[src/lzfd_pkg.sv]
// Shared types and constants for the LZF container stream deframer.
package lzfd_pkg;

    typedef enum logic [2:0] {
        PH_HDR1 = 3'd0,
        PH_HDR2 = 3'd1,
        PH_HDR3 = 3'd2,
        PH_DATA = 3'd3,
        PH_WAIT = 3'd4,
        PH_EOF  = 3'd5,
        PH_ERR  = 3'd6
    } lzfd_phase_t;

    typedef enum logic [1:0] {
        BK_STORED  = 2'd0,
        BK_LZF     = 2'd1,
        BK_TRAILER = 2'd2
    } lzfd_block_kind_t;

    localparam logic [1:0] OUT_NONE   = 2'd0;
    localparam logic [1:0] OUT_STORED = 2'd1;
    localparam logic [1:0] OUT_LZF    = 2'd2;

    localparam logic [1:0] ST_RUNNING = 2'd0;
    localparam logic [1:0] ST_CRC_OK  = 2'd1;
    localparam logic [1:0] ST_EOF     = 2'd2;
    localparam logic [1:0] ST_ERROR   = 2'd3;

    localparam logic [7:0]  MARK_Z       = 8'h5A;
    localparam logic [7:0]  MARK_V       = 8'h56;
    localparam logic [7:0]  TYPE_STORED  = 8'h00;
    localparam logic [7:0]  TYPE_LZF     = 8'h01;
    localparam logic [7:0]  TYPE_TRAILER = 8'h30;
    localparam logic [7:0]  END_MARK     = 8'h00;
    localparam logic [31:0] CRC_POLY     = 32'hEDB88320;
    localparam logic [31:0] CRC_INIT     = 32'hFFFFFFFF;

    typedef struct packed {
        logic       mode;
        logic [7:0] data_byte;
        logic       last_returned;
    } lzfd_in_t;

    typedef struct packed {
        logic [1:0]  out_kind;
        logic [7:0]  out_byte;
        logic        block_end;
        logic [15:0] expected_size;
        logic [1:0]  status;
    } lzfd_out_t;

endpackage

[src/lzfd_crc_byte.sv]
// Reflected CRC-32 update by one byte.
module lzfd_crc_byte (
    input  logic [31:0] crc_in,
    input  logic [7:0]  data_in,
    output logic [31:0] crc_out
);
    import lzfd_pkg::*;

    always_comb begin
        logic [31:0] c;
        c = crc_in ^ {24'd0, data_in};
        for (int i = 0; i < 8; i++) begin
            c = c[0] ? ((c >> 1) ^ CRC_POLY) : (c >> 1);
        end
        crc_out = c;
    end

endmodule

[src/lzfd_parser.sv]
// Header parser state and per-beat decode step.
module lzfd_parser (
    input  logic                aclk,
    input  logic                aresetn,
    input  logic                step,
    input  lzfd_pkg::lzfd_in_t  item,
    output lzfd_pkg::lzfd_out_t result
);
    import lzfd_pkg::*;

    lzfd_phase_t      phase_reg, phase_next;
    logic [31:0]      header_shift_reg, header_shift_next;
    logic [2:0]       header_count_reg, header_count_next;
    lzfd_block_kind_t block_kind_reg, block_kind_next;
    logic [15:0]      payload_left_reg, payload_left_next;
    logic [15:0]      block_usize_reg, block_usize_next;
    logic [16:0]      returned_count_reg, returned_count_next;
    logic [31:0]      crc_reg, crc_next;

    logic [31:0] crc_upd;
    logic [31:0] shifted;
    logic [2:0]  count_inc;
    logic [16:0] ret_inc;
    logic [15:0] left_dec;
    logic        crc_ok;
    logic        lzf_active;

    lzfd_crc_byte u_crc (
        .crc_in  (crc_reg),
        .data_in (item.data_byte),
        .crc_out (crc_upd)
    );

    assign shifted    = {header_shift_reg[23:0], item.data_byte};
    assign count_inc  = header_count_reg + 3'd1;
    assign ret_inc    = returned_count_reg + 17'd1;
    assign left_dec   = payload_left_reg - 16'd1;
    assign lzf_active = (block_kind_reg == BK_LZF) &&
                        (phase_reg == PH_DATA || phase_reg == PH_WAIT);

    always_comb begin
        phase_next          = phase_reg;
        header_shift_next   = header_shift_reg;
        header_count_next   = header_count_reg;
        block_kind_next     = block_kind_reg;
        payload_left_next   = payload_left_reg;
        block_usize_next    = block_usize_reg;
        returned_count_next = returned_count_reg;
        crc_next            = crc_reg;
        crc_ok              = 1'b0;
        result.out_kind     = OUT_NONE;
        result.out_byte     = 8'd0;
        result.block_end    = 1'b0;

        if (phase_reg == PH_ERR) begin
            // sticky
        end else if (phase_reg == PH_EOF) begin
            phase_next        = PH_ERR;
            payload_left_next = 16'd0;
        end else if (item.mode) begin
            if (!lzf_active || returned_count_reg >= {1'b0, block_usize_reg}) begin
                phase_next        = PH_ERR;
                payload_left_next = 16'd0;
            end else begin
                crc_next            = crc_upd;
                returned_count_next = ret_inc;
                if (item.last_returned) begin
                    if (phase_reg == PH_WAIT && ret_inc == {1'b0, block_usize_reg}) begin
                        phase_next = PH_HDR1;
                    end else begin
                        phase_next        = PH_ERR;
                        payload_left_next = 16'd0;
                    end
                end
            end
        end else begin
            unique case (phase_reg)
                PH_HDR1: begin
                    if (item.data_byte == END_MARK) begin
                        phase_next = PH_EOF;
                    end else if (item.data_byte == MARK_Z) begin
                        phase_next        = PH_HDR2;
                        header_count_next = 3'd0;
                        header_shift_next = 32'd0;
                    end else begin
                        phase_next        = PH_ERR;
                        payload_left_next = 16'd0;
                    end
                end
                PH_HDR2: begin
                    header_shift_next = shifted;
                    header_count_next = count_inc;
                    if (count_inc >= 3'd2) begin
                        header_count_next = 3'd0;
                        header_shift_next = 32'd0;
                        if (header_shift_reg[7:0] != MARK_V) begin
                            phase_next        = PH_ERR;
                            payload_left_next = 16'd0;
                        end else if (item.data_byte == TYPE_STORED) begin
                            block_kind_next = BK_STORED;
                            phase_next      = PH_HDR3;
                        end else if (item.data_byte == TYPE_LZF) begin
                            block_kind_next = BK_LZF;
                            phase_next      = PH_HDR3;
                        end else if (item.data_byte == TYPE_TRAILER) begin
                            block_kind_next = BK_TRAILER;
                            phase_next      = PH_HDR3;
                        end else begin
                            phase_next        = PH_ERR;
                            payload_left_next = 16'd0;
                        end
                    end
                end
                PH_HDR3: begin
                    header_shift_next = shifted;
                    header_count_next = count_inc;
                    if (count_inc >= ((block_kind_reg == BK_STORED) ? 3'd2 : 3'd4)) begin
                        header_count_next = 3'd0;
                        header_shift_next = 32'd0;
                        if (block_kind_reg == BK_STORED) begin
                            block_usize_next  = shifted[15:0];
                            payload_left_next = shifted[15:0];
                            phase_next = (shifted[15:0] != 16'd0) ? PH_DATA : PH_HDR1;
                        end else if (block_kind_reg == BK_LZF) begin
                            block_usize_next    = shifted[15:0];
                            payload_left_next   = shifted[31:16];
                            returned_count_next = 17'd0;
                            if (shifted[31:16] == 16'd0 && shifted[15:0] == 16'd0) begin
                                phase_next = PH_HDR1;
                            end else if (shifted[31:16] == 16'd0 ||
                                         shifted[15:0] == 16'd0) begin
                                phase_next        = PH_ERR;
                                payload_left_next = 16'd0;
                            end else begin
                                phase_next = PH_DATA;
                            end
                        end else begin
                            if (~crc_reg == shifted) begin
                                crc_ok     = 1'b1;
                                phase_next = PH_HDR1;
                            end else begin
                                phase_next        = PH_ERR;
                                payload_left_next = 16'd0;
                            end
                        end
                    end
                end
                PH_DATA: begin
                    result.out_byte   = item.data_byte;
                    result.block_end  = (payload_left_reg == 16'd1);
                    payload_left_next = left_dec;
                    if (block_kind_reg == BK_STORED) begin
                        result.out_kind = OUT_STORED;
                        crc_next        = crc_upd;
                        if (left_dec == 16'd0) phase_next = PH_HDR1;
                    end else begin
                        result.out_kind = OUT_LZF;
                        if (left_dec == 16'd0) phase_next = PH_WAIT;
                    end
                end
                default: begin
                    // stream byte while decompressed bytes are awaited
                    phase_next        = PH_ERR;
                    payload_left_next = 16'd0;
                end
            endcase
        end

        result.expected_size = block_usize_next;
        if (phase_next == PH_ERR)      result.status = ST_ERROR;
        else if (phase_next == PH_EOF) result.status = ST_EOF;
        else if (crc_ok)               result.status = ST_CRC_OK;
        else                           result.status = ST_RUNNING;
    end

    always_ff @(posedge aclk) begin
        if (!aresetn) begin
            phase_reg          <= PH_HDR1;
            header_shift_reg   <= 32'd0;
            header_count_reg   <= 3'd0;
            block_kind_reg     <= BK_STORED;
            payload_left_reg   <= 16'd0;
            block_usize_reg    <= 16'd0;
            returned_count_reg <= 17'd0;
            crc_reg            <= CRC_INIT;
        end else if (step) begin
            phase_reg          <= phase_next;
            header_shift_reg   <= header_shift_next;
            header_count_reg   <= header_count_next;
            block_kind_reg     <= block_kind_next;
            payload_left_reg   <= payload_left_next;
            block_usize_reg    <= block_usize_next;
            returned_count_reg <= returned_count_next;
            crc_reg            <= crc_next;
        end
    end

endmodule

[src/lzf_container_stream_deframer.sv]
// Top level: input register, parser step and result register.
//
// Usage: framed LZF container bytes (mode 0) and bytes handed back by an
// external LZF decompressor (mode 1) enter on the s_ channel, one beat per
// byte. Each input beat yields exactly one result beat on the m_ channel:
// a stored payload byte, a compressed payload byte for the decompressor,
// or no data, with the block's announced size and the stream status.
// A beat accepted into the input register passes the parser step into the
// result register, which drives m_valid. Throughput: one beat per cycle
// unless the receiver stalls; the header step and the bytewise CRC-32
// update both sit in the single stage between input and result register.
// Reset (aresetn low, synchronous) empties both registers, returns the
// parser to waiting for a header and sets the CRC to all ones.
// When the receiver stalls, the result register holds, the input register
// fills with one beat, and s_ready then drops until m_ready returns.
// A format error is sticky until reset and reports status 3 on every beat.
module lzf_container_stream_deframer (
    input  logic                aclk,
    input  logic                aresetn,
    input  logic                s_valid,
    output logic                s_ready,
    input  lzfd_pkg::lzfd_in_t  s_data,
    output logic                m_valid,
    input  logic                m_ready,
    output lzfd_pkg::lzfd_out_t m_data
);
    import lzfd_pkg::*;

    logic      in_valid_reg;
    lzfd_in_t  in_item_reg;
    logic      out_valid_reg;
    lzfd_out_t out_item_reg;
    lzfd_out_t step_result;
    logic      advance;

    assign advance = in_valid_reg && (!out_valid_reg || m_ready);
    assign s_ready = !in_valid_reg || advance;
    assign m_valid = out_valid_reg;
    assign m_data  = out_item_reg;

    lzfd_parser u_parser (
        .aclk    (aclk),
        .aresetn (aresetn),
        .step    (advance),
        .item    (in_item_reg),
        .result  (step_result)
    );

    always_ff @(posedge aclk) begin
        if (!aresetn) begin
            in_valid_reg  <= 1'b0;
            out_valid_reg <= 1'b0;
        end else begin
            if (s_ready) in_valid_reg <= s_valid;
            if (advance) out_valid_reg <= 1'b1;
            else if (m_ready) out_valid_reg <= 1'b0;
        end
    end

    always_ff @(posedge aclk) begin
        if (s_valid && s_ready) in_item_reg <= s_data;
        if (advance) out_item_reg <= step_result;
    end

endmodule
[config.mk]
export PLATFORM = sky130hd
export DESIGN_NAME = lzf_container_stream_deframer
export DESIGN_NICKNAME = d
export VERILOG_FILES = /design/src/lzfd_pkg.sv /design/src/lzfd_crc_byte.sv /design/src/lzfd_parser.sv /design/src/lzf_container_stream_deframer.sv
export SDC_FILE = /design/constraint.sdc
export NUM_CORES = 1
export LEC_CHECK = 0
export BUFFER_PORTS_ARGS = -buffer_cell sky130_fd_sc_hd__buf_4
export CAP_MARGIN = 40
export CELL_PAD_IN_SITES_DETAIL_PLACEMENT = 2
export CELL_PAD_IN_SITES_GLOBAL_PLACEMENT = 2
export CORE_MARGIN = 10
export CORE_UTILIZATION = 40
export DETAILED_ROUTE_END_ITERATION = 7
export GPL_TIMING_DRIVEN = 0
export PLACE_DENSITY_LB_ADDON = 0.1
export RECOVER_POWER = 25
export SETUP_SLACK_MARGIN = 0.2
export SYNTH_ARGS = -nofsm -noshare
export SYNTH_HDL_FRONTEND = slang
export SYNTH_HIERARCHICAL = 1
export SYNTH_SLANG_ARGS = --single-unit
[constraint.sdc]
create_clock -name aclk -period 3.8 [get_ports aclk]
set_input_delay 0.57 -clock aclk [delete_from_list [all_inputs] [get_ports aclk]]
set_output_delay 0.57 -clock aclk [all_outputs]
set_load 0.05 [all_outputs]
# Word-level counts from Yosys, hierarchy flattened
# Index checks and enable logic that the tools add are counted.
# totals
register_bits	154
out_inout_bits	31
wordCells	200
# classes
mux	95
n_eq_ne	30
order_cmp	3
n_bitwise	15
n_addsub	3
reduce_logical	35
# ops
operator	n
16-bit 2-to-1 mux	25
32-bit 2-to-1 mux	12
13-bit NOT with 14-bit output	8
17-bit 2-to-1 mux	6
24-bit 2-to-1 mux	4
3-bit 2-to-1 mux	27
24-bit case mux with 3 select lines	1
16-bit case mux with 4 select lines	1
16-bit zero test	3
32-bit equality test	1
32-bit NOT	1
32-bit by 8-bit bitwise XOR with 32-bit output	1
17-bit by 1-bit adder with 17-bit output, second input constant	1
17-bit by 16-bit equality test with 1-bit output	1
17-bit by 16-bit >= comparator with 1-bit output	1
16-bit by 1-bit equality test with 1-bit output, second input constant	1
4-bit by 2-bit inequality test with 1-bit output, second input constant	4
8-bit AND reduction	2
16-bit nonzero test	1
16-bit by 1-bit subtractor with 16-bit output, second input constant	1
3-bit equality test, second input constant	5
1-bit 2-to-1 mux	12
3-bit case mux with 4 select lines	1
12-bit AND reduction	1
other kinds (31)	60

# Logic depth before layout (Yosys ltp)
# logic_depth
ltp_word	20
depth_mapped	14

# Modules after synthesis
# The synthesis kept the hierarchy.
# modules_own_cells
module	cells_each	seq_area_each_um2	instances	area_per_inst_um2
lzfd_parser	967	2262.2	1	7487.2
lzf_container_stream_deframer	48	1211.2	1	1275.0
lzfd_crc_byte	65	0.0	1	989.7

# Worst setup path before layout
# No wires, ideal clock.
# synth_timing
path_type	reg-to-reg
from	reg out_valid_reg (netlist: m_valid)
to	reg u_parser.returned_count_reg[9]
setup_time_ps	70
arrival_time_ps	3364
t_required_ps	3730
path_buffers	3
path_stages_with_launch	10
slack_ps	366
path_cell_list	dfxtp_1 -> nor2b_4 -> nor2b_1 -> clkbuf_1 -> and2_1 -> clkbuf_1 -> nand3_1 -> buf_2 -> or3_1 -> a21boi_1
# synth_via
elab_chain_len	4
# synth_rtl
element	line	rtl
start: declaration	lzf_container_stream_deframer.sv:31	logic out_valid_reg;
start signal: assignment	lzf_container_stream_deframer.sv:52	out_valid_reg <= 1'b0;
start signal: assignment	lzf_container_stream_deframer.sv:55	if (advance) out_valid_reg <= 1'b1;
start signal: assignment	lzf_container_stream_deframer.sv:56	else if (m_ready) out_valid_reg <= 1'b0;
1-bit zero test	lzf_container_stream_deframer.sv:36	assign advance = in_valid_reg && (!out_valid_reg || m_ready);
1-bit logical OR	lzf_container_stream_deframer.sv:36	
1-bit logical AND	lzf_container_stream_deframer.sv:36	
named net advance	lzf_container_stream_deframer.sv:34	logic advance;
8-bit AND reduction (no source line)	n/a	
end signal: assignment	lzfd_parser.sv:193	returned_count_reg <= returned_count_next;
end: declaration	lzfd_parser.sv:17	logic [16:0] returned_count_reg, returned_count_next;
# The timed path passes the listed nets, and every way through them passes these cells.
# A chain may end at the register's enable or synchronous reset.

# Final worst setup path
# layout_timing
from	reg u_parser.returned_count_reg[1]
to	reg u_parser.payload_left_reg[9]
# layout_via
elab_chain_len	5
word_cells_on_any_way	11
cone_classes	1 x add/sub; 1 x order compare; 3 x eq/ne; 3 x mux; 3 x reduce/logical
# layout_rtl
element	line	rtl
17-bit by 1-bit adder with 17-bit output / 17-bit by 16-bit >= comparator with 1-bit output (equally long branches)	lzfd_parser.sv:36, lzfd_parser.sv:61	
17-bit by 16-bit equality test with 1-bit output / 1-bit logical OR (equally long branches)	lzfd_parser.sv:68, lzfd_parser.sv:61	
1-bit logical AND / 16-bit 2-to-1 mux (equally long branches)	lzfd_parser.sv:68, lzfd_parser.sv:61	
4-bit by 2-bit inequality test with 1-bit output (no source line) / 16-bit 2-to-1 mux (equally long branches)	n/a	
12-bit AND reduction (no source line) / 16-bit 2-to-1 mux (equally long branches)	n/a	
end signal: assignment	lzfd_parser.sv:191	payload_left_reg <= payload_left_next;
end: declaration	lzfd_parser.sv:15	logic [15:0] payload_left_reg, payload_left_next;
# Parallel ways exist; a longest one is shown, timed or not.

==> flow_metrics.tcl <==
set metrics [dict create \
    finalCoreUtilization_pct 46.39 \
    grt_antenna_before_repair 0 \
    ys_async_sr_fraction_pct 0 \
    power.density_mw_per_mm2 359.7 \
    synth_edf_count 39 \
    synthTopCellsByArea "dfxtp_1 (24%), edfxtp_1 (12%), nand2_1 (5.0%)" \
    path_clk_slew_ps 70 \
    p_comb_share_pct 12.3 \
    drive_above_1_share_pct 13.48 \
    synthCells 1080 \
    multi_input_area_mm2 0.005862 \
    tightest_slew_ps 943.7 \
    grt.total_usage_pct 24.44 \
    cp.required_ps 4160 \
    status "completed" \
    syn_area_per_cell_um2 9.029 \
    place_congestion 0.8594 \
    crit_path_end_kind "flip-flop" \
    hpwlAfterDp_mm 27.78 \
    drc_errors 0 \
    cts_max_path_buffers 2 \
    nFillCells 2639 \
    detail-route-antenna-nets 0 \
    fin_crit_sh_pct 89.86 \
    nNetsFinal 1192 \
    cts_root_buf "clkbuf_16" \
    die-area_mm2 0.03103 \
    maxCapViolCount 0 \
    clkLatencyLatePin_ps 440 \
    area_growth_pct 15.01 \
    start_kind "flip-flop" \
    hold_path.class "input port to flip-flop" \
    die_x_um 176.1 \
    vias_per_cell 5.923 \
    layout.cells.non_filler 1489 \
    setup_viol 0 \
    worstPathArrival_ps 3770 \
    grt_pass1_vias 9456 \
    power_frac_seq_pct 42.7 \
    yosysUniqueCellTypes 78 \
    cpMaxStageDelayCell "dfxtp_1" \
    synthTopCellsByCount "nand2_1 (131), dfxtp_1 (115), nand3_1 (61)" \
    yosysWarnings 6 \
    port_buffers 44 \
    synth_area_leader_cell "dfxtp_1" \
    hold_viol 0 \
    vdd_ir_drop_max_uv 268.5 \
    cp_max_fo 10 \
    dr.pass1.iters 5 \
    p_leak_nw 4.313 \
    syn_nets 1120 \
    crit_chain "ha_2 > and3_1 > buf_2 > nand4_1 > a2111oi_2 > nand4_1 > nor4_4 > and3_1 > or2_1 > buf_4 > buf_6 > mux2i_1" \
    avgRoutedWirePerCell_um 25.57 \
    fmax_mhz 292.9 \
    rsz0062_at_grt "yes" \
    clockPowerShare_pct 45.1 \
    grt_pass1_wl_mm 58.66 \
    ctsHoldBuffers 0 \
    intPower_mw 2.938 \
    rows 57 \
    synth_top_area_share_pct 23.61 \
    critPathMaxStageDelay_ps 440 \
    cts_made_buffers 17 \
    h-tree-depth 4 \
    ys_ff_latch 154 \
    tns_ps 0 \
    antennaDiodeCount 0 \
    largest_reg_flops 32 \
    drt_iter0_drc 609 \
    placedCellCount 1452 \
    maxSlewHeadroom_pct 37.09 \
    register_area_mm2 0.003473 \
    grt_overflow 0 \
    core-area_mm2 0.02418 \
    syn-cell-area_mm2 0.009752 \
    timing.final.max_slew_violations 0 \
    dr_total_vias 8819 \
    start_util_pct 40.34 \
    wl_mm 38.08 \
    switching_share_pct 27.17 \
    power_switching_mw 1.096 \
    chipHeight_um 176.1 \
    clock-sinks 154 \
    worstSetupPathType "flip-flop to flip-flop" \
    fin_worst_skew_ps 14.50 \
    whs_ps 327.7 \
    cts_tree "yes" \
    ys_seq_area_share_pct 35.62 \
    grt_start_max_net_pins 30 \
    synth_ff_type "dfxtp_1" \
    ioPinCount 45 \
    fin_crit_ps 3415 \
    post-synth-top-count-cell "nand2_1" \
]
==> final timing paths <==
check                           cells past startpoint                                         from                                         end  slack, ps
worst min-delay path                                1                                    s_data[2]                    in_item_reg[2]$_DFFE_PP_        330
worst max register to register                     12  u_parser/returned_count_reg[1]$_SDFFE_PN0P_   u_parser/payload_left_reg[9]$_SDFFE_PN0P_        390
worst max-delay path                               12  u_parser/returned_count_reg[1]$_SDFFE_PN0P_   u_parser/payload_left_reg[9]$_SDFFE_PN0P_        390
worst min register to register                      2   u_parser/payload_left_reg[15]$_SDFFE_PN0P_  u_parser/payload_left_reg[15]$_SDFFE_PN0P_        540
==> cells by family after synthesis <==
kind of cell,Yosys count,synth area share [%]
AO/OA/AOI/OAI,211,14.70
buffers and inverters,111,4.927
adder cells (fa/ha/maj),26,3.336
XOR/XNOR,118,14.96
AND/OR/NAND/NOR,433,23.66
flip-flops,154,35.62
multiplexers,27,2.797
==> power by group through the flow <==
stage	registers, mW	clock network [mW]	logic (mW)
detailed placement	1.76	0	0.484
CTS	1.72	1.84	0.488
floorplan	1.80	0	0.293
global placement	1.76	0	0.469
finish	1.72	1.82	0.495
global route	1.72	1.91	0.523
==> routing by layer <==
layer,GRT usage [%],wire length [µm],part of all wire [%],vias to the layer above
met3,3.631,1760,4.6,50
met1,32.35,17670,46,4525
met2,40.55,17930,47,228
met4,6.888,710,1.9,0
li1,-,-,-,4016
met5,0,0,0,-
==> layout by cell type, fill, tap and decap left out, types with 28 or more instances in the layout <==
cell      synthesis  final
clkbuf_1         43     42
buf_2            27     28
nor2_1           44     42
nand2_1         131    131
inv_1            31     31
dfxtp_1         115    115
buf_4             2     37
nand3_1          61     61
xnor2_1          41     41
o21ai_0          43     37
xor2_1           48     48
a22oi_1          41     41
edfxtp_1         39     39
nor2b_1          50     51
==> area by class of cell <==
type / count / share of cell area, %
clock inverters: 14 / 1.528
multi-input cells: 815 / 52.26
clock buffers: 18 / 3.826
inverters: 32 / 1.071
well taps: 324 / 3.614
plain buffers: 79 / 3.302
repair buffers: 53 / 3.425
flip-flops and latches: 154 / 30.97
==> worst max-delay path, delay by kind of cell (launching register included) <==
| family | cells | cell delay, ps |
|---|---|---|
| buffers and inverters | 3 | 580 |
| AOI/OAI and AO/OA | 1 | 420 |
| muxes | 1 | 200 |
| and+or+nand+nor | 6 | 1400 |
| DFF | 1 | 440 |
| adders and majority gates | 1 | 290 |
==> through the flow <==
stage / setup slack [ps] / total power, mW / cell area [µm²]
final: 385.3 / 4.034 / 11220
after CTS: 138.0 / 4.048 / 11150
after detailed placement: -268.4 / 2.245 / 10530
after floorplan: 365.5 / 2.093 / 9752
after global placement: -963.8 / 2.228 / 10490
after global routing: 199.8 / 4.157 / 11220
==> repair_timing <==
| action | in CTS | in global routing |
|---|---|---|
| cloned | 0 | 0 |
| gates resized for setup | 8 | 28 |
| pin swaps | 0 | 2 |
| setup buffers | 0 | 5 |
| endpoints found under the setup margin | 68 | 90 |
No activity file was read; power rests on OpenSTA's default activity.
